--- config.mk ---
export PLATFORM = sky130hd
export DESIGN_NAME = numeric_literal_parser
export DESIGN_NICKNAME = d
export VERILOG_FILES = /design/src/rtl/nlp_pkg.sv /design/src/rtl/numeric_literal_parser.sv
export SDC_FILE = /design/constraint.sdc
export NUM_CORES = 1
export LEC_CHECK = 0
export BUFFER_PORTS_ARGS = -buffer_cell sky130_fd_sc_hd__buf_2
export CAP_MARGIN = 30
export CORE_ASPECT_RATIO = 0.8
export CORE_MARGIN = 8
export CORE_UTILIZATION = 30
export CTS_CLUSTER_DIAMETER = 150
export DETAILED_ROUTE_END_ITERATION = 10
export HOLD_SLACK_MARGIN = 0.06
export PLACE_DENSITY_LB_ADDON = 0.25
export SLEW_MARGIN = 0
export SYNTH_ARGS = -nofsm -noshare
export SYNTH_HDL_FRONTEND = slang
export SYNTH_SLANG_ARGS = --single-unit
export TNS_END_PERCENT = 10
--- constraint.sdc ---
create_clock -name clk -period 10.9 [get_ports clk]
set_input_delay 1.09 -clock clk [delete_from_list [all_inputs] [get_ports clk]]
set_output_delay 1.09 -clock clk [all_outputs]
set_load 0.1 [all_outputs]
--- src/rtl/nlp_pkg.sv ---
package nlp_pkg;

    // Character codes that steer the parse.
    localparam logic [7:0] CH_MINUS      = 8'h2D;
    localparam logic [7:0] CH_ZERO       = 8'h30;
    localparam logic [7:0] CH_NINE       = 8'h39;
    localparam logic [7:0] CH_LOWER_A    = 8'h61;
    localparam logic [7:0] CH_LOWER_F    = 8'h66;
    localparam logic [7:0] CH_UPPER_A    = 8'h41;
    localparam logic [7:0] CH_UPPER_F    = 8'h46;
    localparam logic [7:0] CH_LOWER_B    = 8'h62;
    localparam logic [7:0] CH_LOWER_X    = 8'h78;
    localparam logic [7:0] CH_UNDERSCORE = 8'h5F;

    // Largest magnitude that can still take a decimal digit without overflow.
    localparam logic [63:0] DEC_LIMIT = 64'd1844674407370955161;
    localparam logic [3:0]  DEC_LIMIT_DIGIT = 4'd5;
    // Magnitude of the most negative signed value.
    localparam logic [63:0] SIGNED_MIN_MAG = 64'h8000_0000_0000_0000;

    // Configuration port.
    localparam int unsigned ADDR_W = 3;
    localparam logic [ADDR_W-1:0] REG_SIGNED_MODE = 3'd0;

    typedef enum logic [1:0] {
        PH_START      = 2'd0,
        PH_AFTER_SIGN = 2'd1,
        PH_AFTER_ZERO = 2'd2,
        PH_BODY       = 2'd3
    } phase_t;

    typedef enum logic [1:0] {
        RADIX_DEC = 2'd0,
        RADIX_BIN = 2'd1,
        RADIX_HEX = 2'd2
    } radix_t;

    typedef enum logic [2:0] {
        ST_OK        = 3'd0,
        ST_NO_DIGITS = 3'd1,
        ST_BAD_BASE  = 3'd2,
        ST_BAD_DIGIT = 3'd3,
        ST_RANGE     = 3'd4
    } status_t;

endpackage

--- src/rtl/numeric_literal_parser.sv ---
// A closing character goes from the input register into the result register
// and waits in the input register while the previous result is still stalled.
// Throughput: one character per cycle while no result stalls the input; the
// per-character step (shift, or multiply by ten and add, with the overflow
// compare) sits between the input register and the result register. Reset
// (rst_n low, asynchronous) clears the parse state, both valid flags and
// signed_mode.
module numeric_literal_parser (
    input  logic                        clk,
    input  logic                        rst_n,
    // Character channel.
    input  logic                        in_valid,
    output logic                        in_stall,
    input  logic [7:0]                  char_code,
    input  logic                        is_last,
    // Result channel.
    output logic                        out_valid,
    input  logic                        out_stall,
    output logic [63:0]                 value,
    output logic [2:0]                  status,
    // Configuration port.
    input  logic                        psel,
    input  logic                        penable,
    input  logic                        pwrite,
    input  logic [nlp_pkg::ADDR_W-1:0]  paddr,
    input  logic [31:0]                 pwdata,
    output logic [31:0]                 prdata,
    output logic                        pready
);
    import nlp_pkg::*;

    logic        signed_mode_reg;

    logic        in_valid_reg, in_valid_next;
    logic [7:0]  in_char_reg;
    logic        in_last_reg;

    phase_t      phase_reg, phase_next;
    logic        neg_reg, neg_next;
    radix_t      radix_reg, radix_next;
    logic [63:0] acc_reg, acc_next;
    logic        ovf_reg, ovf_next;
    status_t     err_reg, err_next;
    logic        seen_reg, seen_next;

    logic        out_valid_reg, out_valid_next;
    logic [63:0] value_reg, value_next;
    status_t     status_reg, status_next;

    logic        proc;
    logic        in_accept;
    logic        is_dec, is_lower, is_upper;
    logic [3:0]  digit;
    logic        digit_ok;
    logic [63:0] body_acc;
    logic        body_ovf;
    status_t     body_err;
    logic        body_seen;
    logic        do_body;
    logic [63:0] final_value;
    status_t     final_status;

    // Configuration register, written in the access phase of a write.
    assign pready = 1'b1;
    assign prdata = (paddr == REG_SIGNED_MODE) ? {31'b0, signed_mode_reg} : 32'b0;

    always_ff @(posedge clk or negedge rst_n)
    begin
        if (!rst_n)
        begin
            signed_mode_reg <= 1'b0;
        end
        else if (psel && penable && pwrite && pready && paddr == REG_SIGNED_MODE)
        begin
            signed_mode_reg <= pwdata[0];
        end
    end

    // The held character moves on unless it closes a literal while the
    // previous result is still stalled.
    assign proc      = in_valid_reg && !(in_last_reg && out_valid_reg && out_stall);
    assign in_stall  = in_valid_reg && !proc;
    assign in_accept = in_valid && !in_stall;

    always_comb
    begin
        in_valid_next = in_valid_reg;
        if (in_accept)
        begin
            in_valid_next = 1'b1;
        end
        else if (proc)
        begin
            in_valid_next = 1'b0;
        end
    end

    // Digit value of the held character in the current radix.
    always_comb
    begin
        is_dec   = in_char_reg >= CH_ZERO && in_char_reg <= CH_NINE;
        is_lower = in_char_reg >= CH_LOWER_A && in_char_reg <= CH_LOWER_F;
        is_upper = in_char_reg >= CH_UPPER_A && in_char_reg <= CH_UPPER_F;
        digit    = 4'd0;
        if (is_dec)
        begin
            digit = 4'(in_char_reg - CH_ZERO);
        end
        else if (is_lower)
        begin
            digit = 4'(in_char_reg - CH_LOWER_A + 8'd10);
        end
        else if (is_upper)
        begin
            digit = 4'(in_char_reg - CH_UPPER_A + 8'd10);
        end
        case (radix_reg)
            RADIX_BIN: digit_ok = is_dec && digit <= 4'd1;
            RADIX_HEX: digit_ok = is_dec || is_lower || is_upper;
            default:   digit_ok = is_dec;
        endcase
    end

    // One body character: skip underscores, keep the first error, otherwise
    // shift the digit in (or multiply by ten and add it) and note any overflow.
    always_comb
    begin
        body_acc  = acc_reg;
        body_ovf  = ovf_reg;
        body_err  = err_reg;
        body_seen = seen_reg;
        if (in_char_reg != CH_UNDERSCORE)
        begin
            body_seen = 1'b1;
            if (err_reg == ST_OK)
            begin
                if (!digit_ok)
                begin
                    body_err = ST_BAD_DIGIT;
                end
                else
                begin
                    case (radix_reg)
                        RADIX_BIN:
                        begin
                            body_ovf = ovf_reg || acc_reg[63];
                            body_acc = {acc_reg[62:0], digit[0]};
                        end
                        RADIX_HEX:
                        begin
                            body_ovf = ovf_reg || (acc_reg[63:60] != 4'd0);
                            body_acc = {acc_reg[59:0], digit};
                        end
                        default:
                        begin
                            body_ovf = ovf_reg || acc_reg > DEC_LIMIT
                                || (acc_reg == DEC_LIMIT && digit > DEC_LIMIT_DIGIT);
                            body_acc = {acc_reg[60:0], 3'b0} + {acc_reg[62:0], 1'b0}
                                + {60'b0, digit};
                        end
                    endcase
                end
            end
        end
    end

    // Phase sequencing for the held character.
    always_comb
    begin
        phase_next = phase_reg;
        neg_next   = neg_reg;
        radix_next = radix_reg;
        acc_next   = acc_reg;
        ovf_next   = ovf_reg;
        err_next   = err_reg;
        seen_next  = seen_reg;
        do_body    = 1'b0;
        unique case (phase_reg) inside
            PH_START, PH_AFTER_SIGN:
            begin
                if (phase_reg == PH_START && in_char_reg == CH_MINUS)
                begin
                    neg_next   = 1'b1;
                    phase_next = PH_AFTER_SIGN;
                end
                else if (in_char_reg == CH_ZERO)
                begin
                    seen_next  = 1'b1;
                    acc_next   = 64'd0;
                    phase_next = PH_AFTER_ZERO;
                end
                else
                begin
                    phase_next = PH_BODY;
                    do_body    = 1'b1;
                end
            end
            PH_AFTER_ZERO:
            begin
                phase_next = PH_BODY;
                if (in_char_reg == CH_LOWER_B)
                begin
                    radix_next = RADIX_BIN;
                    seen_next  = 1'b0;
                end
                else if (in_char_reg == CH_LOWER_X)
                begin
                    radix_next = RADIX_HEX;
                    seen_next  = 1'b0;
                end
                else
                begin
                    err_next = ST_BAD_BASE;
                end
            end
            default:
            begin
                do_body = 1'b1;
            end
        endcase
        if (do_body)
        begin
            acc_next  = body_acc;
            ovf_next  = body_ovf;
            err_next  = body_err;
            seen_next = body_seen;
        end
    end

    // Result of the finished literal: first error, missing digits, or range check.
    always_comb
    begin
        final_value  = 64'd0;
        final_status = ST_OK;
        if (err_next != ST_OK)
        begin
            final_status = err_next;
        end
        else if (!seen_next)
        begin
            final_status = ST_NO_DIGITS;
        end
        else if (!signed_mode_reg)
        begin
            if (ovf_next || (neg_next && acc_next != 64'd0))
            begin
                final_status = ST_RANGE;
            end
            else
            begin
                final_value = acc_next;
            end
        end
        else if (ovf_next)
        begin
            final_status = ST_RANGE;
        end
        else if (!neg_next)
        begin
            if (acc_next[63])
            begin
                final_status = ST_RANGE;
            end
            else
            begin
                final_value = acc_next;
            end
        end
        else if (acc_next[63] && acc_next != SIGNED_MIN_MAG)
        begin
            final_status = ST_RANGE;
        end
        else
        begin
            final_value = 64'd0 - acc_next;
        end
    end

    // Result register: loaded by a closing character, freed when taken.
    always_comb
    begin
        out_valid_next = out_valid_reg;
        value_next     = value_reg;
        status_next    = status_reg;
        if (out_valid_reg && !out_stall)
        begin
            out_valid_next = 1'b0;
        end
        if (proc && in_last_reg)
        begin
            out_valid_next = 1'b1;
            value_next     = final_value;
            status_next    = final_status;
        end
    end

    always_ff @(posedge clk or negedge rst_n)
    begin
        if (!rst_n)
        begin
            in_valid_reg  <= 1'b0;
            out_valid_reg <= 1'b0;
            phase_reg     <= PH_START;
            neg_reg       <= 1'b0;
            radix_reg     <= RADIX_DEC;
            acc_reg       <= 64'd0;
            ovf_reg       <= 1'b0;
            err_reg       <= ST_OK;
            seen_reg      <= 1'b0;
        end
        else
        begin
            in_valid_reg  <= in_valid_next;
            out_valid_reg <= out_valid_next;
            if (proc)
            begin
                if (in_last_reg)
                begin
                    // A literal is closed: start the next one clean.
                    phase_reg <= PH_START;
                    neg_reg   <= 1'b0;
                    radix_reg <= RADIX_DEC;
                    acc_reg   <= 64'd0;
                    ovf_reg   <= 1'b0;
                    err_reg   <= ST_OK;
                    seen_reg  <= 1'b0;
                end
                else
                begin
                    phase_reg <= phase_next;
                    neg_reg   <= neg_next;
                    radix_reg <= radix_next;
                    acc_reg   <= acc_next;
                    ovf_reg   <= ovf_next;
                    err_reg   <= err_next;
                    seen_reg  <= seen_next;
                end
            end
        end
    end

    // Payload registers.
    always_ff @(posedge clk)
    begin
        if (in_accept)
        begin
            in_char_reg <= char_code;
            in_last_reg <= is_last;
        end
        value_reg  <= value_next;
        status_reg <= status_next;
    end

    assign out_valid = out_valid_reg;
    assign value     = value_reg;
    assign status    = status_reg;

endmodule

# Word-level counts from Yosys, hierarchy flattened
# Cells that the tools add are included.
[classes] add_sub_neg=8 magnitude_cmp=9 eq_ne=11 n_mux=68 bitwise_logic=1 reduce_logical=44
[ops] op="$mux W64" count=13
[ops] op="$pmux W64 S2" count=1
[ops] op="$add A64 B4 Y64" count=1
[ops] op="$add A64 B64 Y64" count=1
[ops] op="$eq A64 B61 Y1 const B" count=1
[ops] op="$gt A64 B61 Y1 const B" count=1
[ops] op="$ne A64 B64 Y1 const B" count=1
[ops] op="$reduce_bool A64 Y1" count=1
[ops] op="$sub A1 B64 Y64 const A" count=1
[ops] op="$mux W63" count=1
[ops] op="$mux W3" count=16
[ops] op="$mux W1" count=23
[ops] op="$logic_and A1 B1 Y1" count=18
[ops] op="$eq A8 B6 Y1 const B" count=2
[ops] op="$eq A8 B7 Y1 const B" count=2
[ops] op="$ge A8 B7 Y1 const B" count=2
[ops] op="$le A8 B7 Y1 const B" count=2
[ops] op="$mux W2" count=6
[ops] op="$mux W4" count=3
[ops] op="$sub A4 B1 Y4 const B" count=3
[ops] op="$reduce_bool A3 Y1" count=3
[ops] op="$add A4 B4 Y4 const B" count=2
[ops] op="$ge A8 B6 Y1 const B" count=1
[ops] op="$le A8 B6 Y1 const B" count=1
[ops] op="17 further kinds" count=35
[totals] reg_bits=153 in_bits=51 output_inout_bits=102

# Longest topological paths before layout
[depth] word_depth=20 depth_mapped=27 depth_no_buf=24

# Least setup slack after synthesis
# Ideal clock, no wire load.
[synth_timing] kind="reg-to-reg" from="register in_char_reg[1]" to="register value_reg[50] (netlist: value[50]) (data pin)" setup_time_ps=148 t_arrival_ps=6164 setup_slack_ps=4588 stages_incl_launch_ff=24 n_path_buf=2 period_less_slack_ps=6312 cell_sequence="edfxtp_1 inv_1 ha_1 o21bai_1 a21oi_1 a21o_1 fa_1 ha_1 nor2b_1 o31ai_2 a21boi_1 o2111a_1 o311a_1 or3_1 a31oi_1 nand4b_1 or4_1 buf_2 nor4_4 a31oi_4 or3_4 buf_4 o21a_1 mux2i_1"
[synth_between] elab_chain_len=18 word_cells_on_any_way=79 classes_between="7 x add/sub; 8 x order compare; 6 x eq/ne; 42 x mux; 1 x bitwise; 15 x reduce/logical"
[synth_lines] element="start, declared" line_no="numeric_literal_parser.sv:35" rtl="logic [7:0] in_char_reg;"
[synth_lines] element="start signal, assigned" line_no="numeric_literal_parser.sv:347" rtl="in_char_reg <= char_code;"
[synth_lines] element="parallel branches: the longest is 18 deep, another holds $add A64 B4 Y64"
[synth_lines] element="end signal, assigned" line_no="numeric_literal_parser.sv:350" rtl="value_reg <= value_next;"
[synth_lines] element="end, declared" line_no="numeric_literal_parser.sv:47" rtl="logic [63:0] value_reg, value_next;"
# Several ways; the timed one is not identified.
# A chain may end at the register's enable or synchronous reset.

# Worst setup path in the final report
[layout_timing] from="register in_char_reg[1]" to="register value_reg[25] (netlist: value[25]) (data pin)"
# The elaborated chain is that of the path after synthesis.

==> impl_metrics.json <==
{
  "hpwl_mm": 52.7,
  "final_cell_mix": "nand2_1, o21ai_0, a21oi_1, nor2_1, ha_1",
  "dieArea_um2": 62400,
  "crit_path_end_kind": "register",
  "grt_pass1_wl_mm": 107,
  "cts-resized-gates": 0,
  "crit_path_max_incr_delay_ns": 0.76,
  "ant_nets": 0,
  "p_int_mw": 1.02,
  "grt-ovfl-total": 0,
  "cts_tree": "done",
  "drc": 0,
  "cts-htree-levels": 4,
  "yosys_warnings": 0,
  "power_frac_seq_pct": 38.8,
  "ys.flop_type": "dfrtp_1",
  "slowest_stage": "nor2_2",
  "tightest_slew_ns": 1.06,
  "finalNonFillerCells": 2810,
  "worst_path_most_repeated_cell": "a21oi_1",
  "gp_congestion": 0.970,
  "ir_worst_vdd_mv": 0.111,
  "power.leakage_nw": 7.41,
  "drt_iter0_drc": 2193,
  "seq_area_frac_synth_pct": 25.7,
  "fmax_ghz": 0.107,
  "async_flop_share_pct": 50.3,
  "setup_violations": 0,
  "wire_per_inst_um": 25.3,
  "synth_cell_types": 99,
  "rsz0062_at_grt": "no",
  "fin_worst_skew_ns": 0.0229,
  "fin_crit_sh_pct": 86.1,
  "dpl.cell_count": 2776,
  "synth_edf_count": 76,
  "wirelength_mm": 71.1,
  "startpoint_type": "register",
  "syn_area_per_cell_um2": 7.85,
  "cts_buffers": 17,
  "rows": 76,
  "relSlewSlack_pct": 28.9,
  "synthToLayoutAreaGrowth_pct": 9.88,
  "path_cells": "inv_1 -> ha_1 -> o21bai_1 -> a21oi_1 -> a21o_1 -> fa_1 -> inv_1 -> fa_1 -> nor2b_1 -> o31ai_2 -> a21boi_1 -> o2111a_1 -> o21ai_0 -> a41o_1 -> nor3_1 -> nand4_1 -> or4_1 -> nor4_4 -> a31oi_1 -> buf_4 -> nor2_2 -> a21oi_1 -> a21oi_1",
  "r2r_slack_ns": 1.52,
  "avgViaCountPerCell": 6.37,
  "finalPower_mw": 1.65,
  "swShare_pct": 37.9,
  "cts_hold_buffers": 0,
  "synth_seq_cells": 153,
  "die_h_um": 225,
  "clkSinkCount": 153,
  "power.density_nw_per_um2": 91.6,
  "grt_max_degree": 69,
  "cts-root-buf": "clkbuf_16",
  "start_util_pct": 30.4,
  "clock_latency_ns": 0.48,
  "die_w_um": 277,
  "worstPathArrival_ns": 9.56,
  "crit_fanout": 13,
  "final_layout_size_suffix_gt1_share_pct": 9.82,
  "groute.usage.overall_pct": 21.9,
  "period_needed_ns": 9.38,
  "cts.clk_slew.worst_paths_ns": 0.09,
  "comb_power_share_pct": 21.9,
  "fin_nets": 2278,
  "cts_buffer_depth": 2,
  "hp-class": "in -> async",
  "p_clk_share_pct": 39.3,
  "worstPathRequired_ns": 11.08,
  "setup_tns_ns": 0,
  "fp.coreArea_um2": 53900,
  "dr.pass1.iters": 6,
  "max_cap_violations": 0,
  "pin_count": 153,
  "power_switching_mw": 0.624,
  "worstSetupPathType": "reg -> reg",
  "critPathBufInv": 3,
  "via_count": 17900,
  "final_common_cell": "nand2_1",
  "grt_pass1_vias": 16700,
  "outcome": "complete, no violations",
  "portBuffers": 89,
  "diodes": 0,
  "hold_violations": 0,
  "crit_family": "compound AO/OA/AOI/OAI gates",
  "syn_area_um2": 16400,
  "drv_slew": 0,
  "postCtsSetupBuffers": 0,
  "syn_inst": 2087,
  "antenna_found_initial": 0
}
[final cells by class]
class / count / area, µm²
multi-input combinational: 1761 / 11400
clock buffer: 17 / 425
inverter: 38 / 144
sequential: 153 / 4210
clock inverter: 15 / 201
fill: 5673 / 35900
tap: 702 / 878
timing repair buffer: 124 / 736
[path summary, 6_finish.rpt]
| check | startpoint | end | cells past startpoint |
|---|---|---|---|
| setup reg to reg | in_char_reg[1] | value[25] | 23 |
| setup / recovery | in_char_reg[1] | value[25] | 23 |
| hold reg to reg | out_valid | out_valid | 2 |
| max in group asynchronous | rst_n | acc_reg[5] | 3 |
| hold / removal | rst_n | phase_reg[1] | 1 |
| min in group clk | out_valid | out_valid | 2 |
[synthesized netlist by cell type, drive strengths merged (12+ instances only)]
cell | number | area share (%)
ha | 130 | 9.9
a22o | 29 | 1.6
and2 | 21 | 0.80
inv | 37 | 0.85
mux2i | 15 | 0.92
edfxtp | 76 | 14
o21a | 27 | 1.3
a21oi | 163 | 5.0
nand2 | 253 | 5.8
nand4 | 54 | 2.1
a221o | 16 | 0.98
a31oi | 37 | 1.5
a211oi | 33 | 1.5
or2 | 13 | 0.50
a21o | 29 | 1.3
a221oi | 42 | 2.3
a21boi | 13 | 0.60
or4 | 12 | 0.55
xnor2 | 15 | 0.80
nor4 | 25 | 1.1
or3 | 26 | 1.0
dfrtp | 77 | 12
buf | 69 | 2.6
nand2b | 20 | 0.81
clkbuf | 96 | 2.2
nor3 | 68 | 2.2
o22ai | 12 | 0.46
nor2 | 151 | 3.5
o21ai | 197 | 6.0
and3 | 12 | 0.46
a22oi | 24 | 1.1
nand3 | 61 | 1.9
o211ai | 28 | 1.3
[power by group through the flow]
stage / Sequential, mW / Combinational [mW] / Clock, mW
floorplan: 0.727 / 0.187 / 0
detailed placement: 0.650 / 0.356 / 0
global route: 0.641 / 0.379 / 0.678
global placement: 0.650 / 0.352 / 0
finish: 0.639 / 0.361 / 0.648
CTS: 0.638 / 0.357 / 0.658
[logic make-up (layout without fill, tap and decap cells)]
logic type,Yosys count,count (layout),share of synthesized area (%)
xor+xnor,24,24,1.28
flops,153,153,25.7
simple gates,780,780,23.9
buf+inv,203,194,5.68
other cells,2,32,0.0459
fa+ha+maj,132,132,10.2
mux,20,20,1.26
compound gates,773,773,31.9
[layer usage]
layer | GRT usage [%] | routed length [µm] | up-vias
li1 | - | - | 8057
met1 | 32.2 | 33000 | 8771
met2 | 30.6 | 28400 | 954
met3 | 6.51 | 8020 | 109
met4 | 6.05 | 1700 | 0
met5 | 0 | 0 | -
[metrics by stage]
stage,cell area [µm²],hold WS (ns),utilization (%),setup WS (ns)
3_5_place_dp,17300,0.497,32.1,2.07
4_1_cts,18000,0.438,33.3,2.01
3_3_place_gp,17300,0.501,32.1,1.98
2_1_floorplan,16500,0.473,-,4.59
6_report,18000,0.453,33.4,1.52
5_1_grt,18000,0.457,33.4,1.22
Note: power is estimated with default switching activity, not from simulation.
